[config.mk]
export PLATFORM = sky130hd
export DESIGN_NAME = bba_ram
export DESIGN_NICKNAME = d
export VERILOG_FILES = /design/src/rtl/bba_ram.sv
export SDC_FILE = /design/constraint.sdc
export NUM_CORES = 1
export LEC_CHECK = 0
export ABC_AREA = 0
export BUFFER_PORTS_ARGS = -buffer_cell sky130_fd_sc_hd__buf_2
export CORE_MARGIN = 2
export CORE_UTILIZATION = 37
export DETAILED_ROUTE_END_ITERATION = 7
export GPL_ROUTABILITY_DRIVEN = 0
export PLACE_DENSITY = 0.65
export SETUP_SLACK_MARGIN = 0.4
export SLEW_MARGIN = 5
export SYNTH_ARGS = -nofsm -noshare
export SYNTH_HDL_FRONTEND = slang
export SYNTH_SLANG_ARGS = --single-unit
export TNS_END_PERCENT = 100
[constraint.sdc]
create_clock -name i_clk -period 2 [get_ports i_clk]
set_input_delay 0.4 -clock i_clk [delete_from_list [all_inputs] [get_ports i_clk]]
set_output_delay 0.4 -clock i_clk [all_outputs]
set_load 0.005 [all_outputs]
[src/rtl/bba_ram.sv]
// ----------------------------------------------------------------------------
// bba_ram
// generic single-clock ram, one write and one registered read port
// ----------------------------------------------------------------------------
`timescale 1ns / 1ps
`default_nettype none

module bba_ram #(
    parameter int WIDTH = 8,
    parameter int DEPTH = 16
) (
    input  wire logic                     i_clk,
    input  wire logic                     i_we,
    input  wire logic [$clog2(DEPTH)-1:0] i_waddr,
    input  wire logic [WIDTH-1:0]         i_wdata,
    input  wire logic                     i_re,
    input  wire logic [$clog2(DEPTH)-1:0] i_raddr,
    output logic      [WIDTH-1:0]         o_rdata
);

    logic [WIDTH-1:0] r_mem [DEPTH];

    always_ff @(posedge i_clk) begin
        if (i_we) begin
            r_mem[i_waddr] <= i_wdata;
        end
        if (i_re) begin
            o_rdata <= r_mem[i_raddr];
        end
    end

endmodule

`default_nettype wire

==> flow_summary.toml <==
[run_status]
outcome = "complete, no violations"

[critical_path]
start_kind = "primary input"
critPathCaptureType = "flip-flop"
crit_start = "i_raddr[0]"
crit_fanout = 24
worstSetupPathType = "in2reg"
worstPathRequired_ps = 2150
r2r_start = "r_mem[7][5]$_DFFE_PP_"
crit_arrival_ps = 1670

[pwr]
ir_worst_vdd_mv = 0.631
p_comb_frac = 0.045
p_sw_frac = 0.193
intPower_mw = 5.41
switching_power_mw = 1.30
leakagePower_nw = 2.06
power_frac_seq = 0.481
clock_power_share = 0.474
power_density_mw_per_mm2 = 1070

[place]
io_buffers = 26
post-place-ws_ps = 60.6
placed_cells = 446
dp_hpwl_microns = 6480

[sta]
worst_pin_slew_ps = 470
maxClockFrequency_mhz = 659
fin_crit_ps = 1520
slew_headroom = 0.687
fin_crit_sh = 0.759
finalSetupTns_ps = 0
worst_slack_ps = 482
finalSetupViolCount = 0
finalMaxSlewViolations = 0
rsz0062_at_grt = "no"
skew_ps = 9.66
final-hold-violation-count = 0

[finish]
syn2layout_area_growth_pct = 19.5
final_cell_mix = "edfxtp_1, mux4_2, buf_2"
num_antenna_cells = 0
final.fill_count = 1156
final_cells = 478
utilization = 0.452
final_net_count = 304
drive_gt1_frac = 0.366
final_common_cell = "edfxtp_1"

[global_route]
track_usage = 0.149
overflow = 0
antenna_found_initial = 0
grt_pass1_vias = 2570
grt_pass1_wl_microns = 15500
grt_max_degree = 33

[clock_network]
tritoncts = "built"
cts_max_level = 4
clk_pin_slew_ps = 60
cts-buffers-inserted = 17
ctsHoldBuffers = 0
clock-sinks = 136
clock-root-buffer = "clkbuf_16"
cts_setup_buffers = 0
clockBufferDepth = 2
clk_latency_ps = 410
cts_resized = 0

[logic_synthesis]
synth.area.top_cells = "edfxtp_1, mux4_2, mux4_1"
synth-xor-area-share = 0
synth_cell_types = 18
synth_compound_area_frac = 0.0230
yosys-mux-area-fraction = 0.148
synth_seq_cells = 136
yosys.area_share.simple = 0.0314
synth_top_family_by_area = "multiplexers"
synthAdderAreaFrac = 0
ys_seq_area_frac = 0.781
synth_nets = 248
synth.largest_area_cell = "edfxtp_1"
ys_warn_count = 0
synthesis.area_sq_mm = 0.00523
syn_inst = 229
avgSynthCellArea_sq_um = 22.8
yosysTopAreaCellShare = 0.781

[routing]
first_iter_violations = 224
totalWireLength_microns = 10200
drc_errors = 0
viasPerCell = 5.21
dr_total_vias = 2489
firstDrtPassIters = 4
antenna_left = 0
avgRoutedWirePerCell_microns = 21.3

[die]
initial_core_util = 0.378
ios = 27
coreArea_sq_mm = 0.0138
die_x_microns = 123
die_area_sq_mm = 0.0151
rows = 43
die_h_microns = 123

[min_path]
hold_path_class = "in2reg"
min_from = "i_wdata[0]"

[flow_run]
drv_cap = 0
[through the flow]
| stage | area, sq um | power (mW) | hold WS (ps) |
|---|---|---|---|
| 2_1_floorplan | 5220 | 3.46 | 499 |
| 3_3_place_gp | 5640 | 3.58 | 738 |
| 3_5_place_dp | 5640 | 3.60 | 749 |
| 4_1_cts | 6250 | 6.77 | 368 |
| 5_1_grt | 6250 | 6.90 | 371 |
| 6_report | 6250 | 6.71 | 380 |
[final timing paths]
path                                         endpoint  slack [ps]  cells past startpoint
worst max-delay path             o_rdata[5]$_DFFE_PP_         480                      5
worst min-delay path            r_mem[5][0]$_DFFE_PP_         380                      1
worst max register to register   o_rdata[5]$_DFFE_PP_         550                      3
worst min register to register   o_rdata[4]$_DFFE_PP_         750                      3
[cells by family (layout without fill, tap and decap cells)]
logic type,Yosys count,in the layout
AND/OR/NAND/NOR,35,35
AO/OA/AOI/OAI,16,16
multiplexers,32,32
buffers and inverters,10,79
flip-flops,136,136
[state kept, by name, indices dropped and copies added, names as in the netlist]
signal and cells:
o_rdata 8, r_mem 128
[power by group through the flow]
| stage | clock [mW] | sequential, mW | combinational, mW |
|---|---|---|---|
| final | 3.18 | 3.23 | 0.303 |
| after global routing | 3.34 | 3.23 | 0.334 |
| after global placement | 0 | 3.28 | 0.297 |
| after CTS | 3.23 | 3.23 | 0.308 |
| after floorplan | 0 | 3.28 | 0.177 |
| after detailed placement | 0 | 3.29 | 0.307 |
[layer usage]
metal | track usage | vias to the layer above | routed length [microns]
li1 | - | 1080 | -
met1 | 0.202 | 1302 | 4540
met2 | 0.227 | 96 | 4930
met3 | 0.0465 | 11 | 628
met4 | 0.0546 | 0 | 84
met5 | 0 | - | 0
[worst max-delay path, stage by stage]
cell     delay, ps
buf_2          120
buf_12         230
mux4_2         560
a22oi_1        230
nand2_1        100
[synthesized netlist by cell type]
master / n
buf_4: 1
clkdlybuf4s25_2: 3
mux4_2: 18
and2b_1: 1
nand3b_1: 2
nor2b_1: 1
mux4_1: 14
buf_2: 3
and2_1: 1
buf_6: 3
a22oi_1: 16
nand2b_1: 2
nand2_1: 9
or3b_2: 1
nor3_1: 4
nor2_1: 13
nand3_1: 1
edfxtp_1: 136
[area by class of cell]
cell class                      count  area (sq um)  share of cell area
Timing Repair Buffer               47           313              0.0501
Tap cell                          180           225              0.0361
Clock buffer                       18           429              0.0687
Sequential cell                   136          4080               0.654
Clock inverter                     14           181              0.0290
Multi-Input combinational cell     83          1010               0.162
(Power assumes the default switching activity.)
